[src/rtl/ett_divider.sv]
module ett_divider #(
    parameter int W = 10
) (
    input  logic         i_clk,
    input  logic         i_rst_n,
    input  logic         i_start,
    input  logic [W-1:0] i_dividend,
    input  logic [W-1:0] i_divisor,
    output logic         o_busy,
    output logic [W-1:0] o_quotient
);

    localparam int CNTW = $clog2(W + 1);

    logic [CNTW-1:0] r_cnt, n_cnt;
    logic [W-1:0]    r_rem, n_rem;
    logic [W-1:0]    r_quo, n_quo;
    logic [W-1:0]    r_div, n_div;
    logic [W:0]      trial;
    logic [W:0]      diff;

    always_comb begin
        n_cnt = r_cnt;
        n_rem = r_rem;
        n_quo = r_quo;
        n_div = r_div;
        trial = {r_rem, r_quo[W-1]};
        diff  = trial - {1'b0, r_div};
        if (i_start) begin
            n_cnt = CNTW'(W);
            n_rem = '0;
            n_quo = i_dividend;
            n_div = i_divisor;
        end else if (r_cnt != '0) begin
            n_cnt = r_cnt - 1'b1;
            if (trial >= {1'b0, r_div}) begin
                n_rem = diff[W-1:0];
                n_quo = {r_quo[W-2:0], 1'b1};
            end else begin
                n_rem = trial[W-1:0];
                n_quo = {r_quo[W-2:0], 1'b0};
            end
        end
    end

    always_ff @(posedge i_clk) begin
        if (!i_rst_n) begin
            r_cnt <= '0;
        end else begin
            r_cnt <= n_cnt;
        end
        r_rem <= n_rem;
        r_quo <= n_quo;
        r_div <= n_div;
    end

    assign o_busy     = (r_cnt != '0);
    assign o_quotient = r_quo;

endmodule

[config.mk]
export PLATFORM = sky130hd
export DESIGN_NAME = ett_divider
export DESIGN_NICKNAME = d
export VERILOG_FILES = /design/src/rtl/ett_divider.sv
export SDC_FILE = /design/constraint.sdc
export NUM_CORES = 1
export LEC_CHECK = 0
export BUFFER_PORTS_ARGS = -buffer_cell sky130_fd_sc_hd__buf_2
export CAP_MARGIN = 10
export CORE_ASPECT_RATIO = 1.2
export CORE_UTILIZATION = 43
export CTS_BUF_LIST = sky130_fd_sc_hd__clkbuf_8
export DETAILED_ROUTE_END_ITERATION = 6
export GPL_ROUTABILITY_DRIVEN = 0
export GPL_TIMING_DRIVEN = 1
export PLACE_DENSITY = 0.67
export SLEW_MARGIN = 10
export SYNTH_ARGS = -nofsm -noshare
export SYNTH_HDL_FRONTEND = slang
export SYNTH_SLANG_ARGS = --single-unit
[constraint.sdc]
create_clock -name i_clk -period 3.92 [get_ports i_clk]
set_input_delay 0 -clock i_clk [delete_from_list [all_inputs] [get_ports i_clk]]
set_output_delay 0 -clock i_clk [all_outputs]
set_load 0.01 [all_outputs]
==> qor.txt <==
outcome: complete, no violations
Synth Net Count: 204
Power Total: 1.26 mW
Clock transition at path regs: 0.07 ns
fin nets: 250
die area: 4550 um2
DR vias/cell: 5.29
clk sinks: 34
WP data arrival: 2.51 ns
DP HPWL: 2.65 mm
Synth cell types: 41
input/output buffers: 33
sw frac: 29.6%
RSZ-0062 raised after global routing: false
synth top area cells: edfxtp_1 33%, dfxtp_1 15%, ha_1 6.8%
CTS buffer count: 5
fill count: 331
Fin. Hold Viols: 0
number of max-cap violations: 0
GRT Util Overall: 19.0%
ys async rst share: 0%
clock tree buffer depth: 2
post-layout min period: 2.33 ns
P&R area growth vs syn: 24.4%
vias in the first global route: 1349
Final Routed Wirelength: 3.72 mm
sequential power share: 37.4%
Int Power: 885 uW
data required time of the worst path: 4.11 ns
antenna cells: 0
Synth Flop Type: edfxtp_1
H-Tree Level Count: 2
PD cells: 549 nW/um2
drt wl/cell: 13.7 um
share of post-route cells with drive strength above 1: 25.8%
Least-Margin Pin Slew: 0.714 ns
sequential fraction of the synthesis area: 47.8%
setup TNS: 0 ns
Relative slew margins: 52.0%
Synth Warn #: 0
Clk Latency, worst-skew pair: 0.29 ns
Clock Power Share: 31.9%
CTS Root Cell: clkbuf_8
routed via count: 1434
GRT overflow: 0
Combinational Power Share: 30.7%
non-filler cells, final: 271
area share of the largest cell type after synthesis: 32.6%
Synth Register Bits: 34
CTS tree: yes
Post-CTS Setup Bufs: 0
largest net degree at the start of global routing: 22
Boundary Pins: 34
most frequent cells in the layout: 33 x buf_2, 20 x edfxtp_1, 19 x a21oi_1, 18 x o21ai_0
Switching Power: 372 uW
Max FO, Critical Path: 3
# placed instances: 251
EDFF count, synth: 20
Iteration-0 DRC Markers: 52
period utilization: 59.4%
Final ANT Viol Nets: 0
f_max: 0.429 GHz
drt first pass iters: 4
cell accounting for the most synthesized area: edfxtp_1
first-pass GRT wire length: 6.14 mm
most common cell after layout, fill and taps aside: buf_2
Hold Slack: 0.0125 ns
Die Wd: 61.7 um
initial antenna violation count: 0
Starting Density: 45.6%
Max VDD drop: 0.327 mV
Synth Instances: 170
Die Span Y: 73.7 um
fin util: 56.8%
Mapped Area: 1840 um2
core area: 4040 um2
Avg Inst Size Synth: 10.8 um2
DR DRC count: 0
clock skew: 0.00950 ns
CP endpoint kind: register
hold crit path type: in2reg
Setup Crit Path Kind: reg2reg
FP Rows: 25
endpoints failing setup: 0
Final Max Tran Viols: 0
reported leakage power: 1.02 nW
startpoint type of the worst setup path: register
==> through the flow <==
| step | setup WS [ns] | instance area [um2] |
|---|---|---|
| finish | 1.59 | 2290 |
| global route | 1.38 | 2290 |
| CTS | 1.60 | 2280 |
| detailed placement | 1.62 | 2030 |
| global placement | 1.64 | 2030 |
| floorplan | 1.78 | 1840 |
==> metal layers <==
metal  GRT usage [%]  routed length [um]  vias up
met5               0                   0        -
met4            8.15                  59        0
met3            5.11                 179        7
met2            29.9                1810       38
met1            24.2                1680      670
li1                -                   -      719
==> power by group through the flow <==
stage | logic [mW] | registers [mW] | clock network (mW)
finish | 0.386 | 0.470 | 0.401
global route | 0.433 | 0.476 | 0.421
CTS | 0.385 | 0.470 | 0.407
detailed placement | 0.375 | 0.476 | 0
global placement | 0.375 | 0.476 | 0
floorplan | 0.294 | 0.477 | 0
==> Yosys cell counts (2+ instances only) <==
cell type and instances:
a21boi_0 2, a21o_1 3, a21oi_1 19, a41o_1 2, buf_4 2, buf_6 2
dfxtp_1 14, edfxtp_1 20, ha_1 10, inv_1 14, mux2_2 10, mux2i_1 5
nand2_1 8, nand2b_1 4, nand3_1 2, nor2_1 4, nor3_1 2, nor3b_1 2
o211ai_1 2, o21ai_0 18, xnor2_1 5
==> worst max-delay path, stage by stage, from the launching register on <==
cell and delay [ns]:
edfxtp_1 0.41, inv_1 0.07, ha_1 0.15, inv_1 0.05, fa_1 0.42, a21o_2 0.21, a21oi_1 0.26, o21ai_0 0.13
a21oi_1 0.19, xnor2_1 0.08, a41o_1 0.25
==> area by class of cell <==
type / instances / area [um2] / area share [%]
repair buffers: 45 / 285 / 12.5
clock inverters: 2 / 60.1 / 2.62
inverters: 14 / 52.6 / 2.29
multi-input cells: 116 / 862 / 37.6
clock buffers: 6 / 82.6 / 3.60
flip-flops and latches: 34 / 881 / 38.4
well taps: 54 / 67.6 / 2.95
==> registers in the layout, indices dropped and copies added (netlist names) <==
name        flops
r_div          10
r_cnt           4
r_rem          10
o_quotient     10
==> kinds of logic (layout without fill, tap and decap cells) <==
family | Yosys count | count (layout) | synth area share (%)
and+or+nand+nor | 27 | 27 | 7.41
xor gates and xnor gates | 6 | 6 | 2.85
buffers and inverters | 20 | 67 | 5.37
adders and majority gates | 11 | 11 | 7.88
muxes | 16 | 16 | 9.65
DFF | 34 | 34 | 47.8
AOI/OAI and AO/OA | 56 | 56 | 19.0
==> final timing paths <==
| path | depth (start not counted) | endpoint | from | slack [ns] |
|---|---|---|---|---|
| max reg2reg | 10 | r_rem[8]$_SDFFE_PP0P_ | o_quotient[9]$_DFFE_PP_ | 1.59 |
| min reg2reg | 2 | r_cnt[2]$_SDFFE_PP0P_ | r_cnt[3]$_SDFFE_PN0P_ | 0.48 |
| min | 2 | o_quotient[3]$_DFFE_PP_ | i_dividend[3] | 0.01 |
| max | 10 | r_rem[8]$_SDFFE_PP0P_ | o_quotient[9]$_DFFE_PP_ | 1.59 |
==> timing repair <==
item | 4_1_cts | 5_1_grt
hold buffers | 11 | 1
gates resized for setup | 0 | 0
hold endpoints to repair | 14 | 1
setup endpoints to repair | 0 | 0
Power figures use the tool's default switching activity.
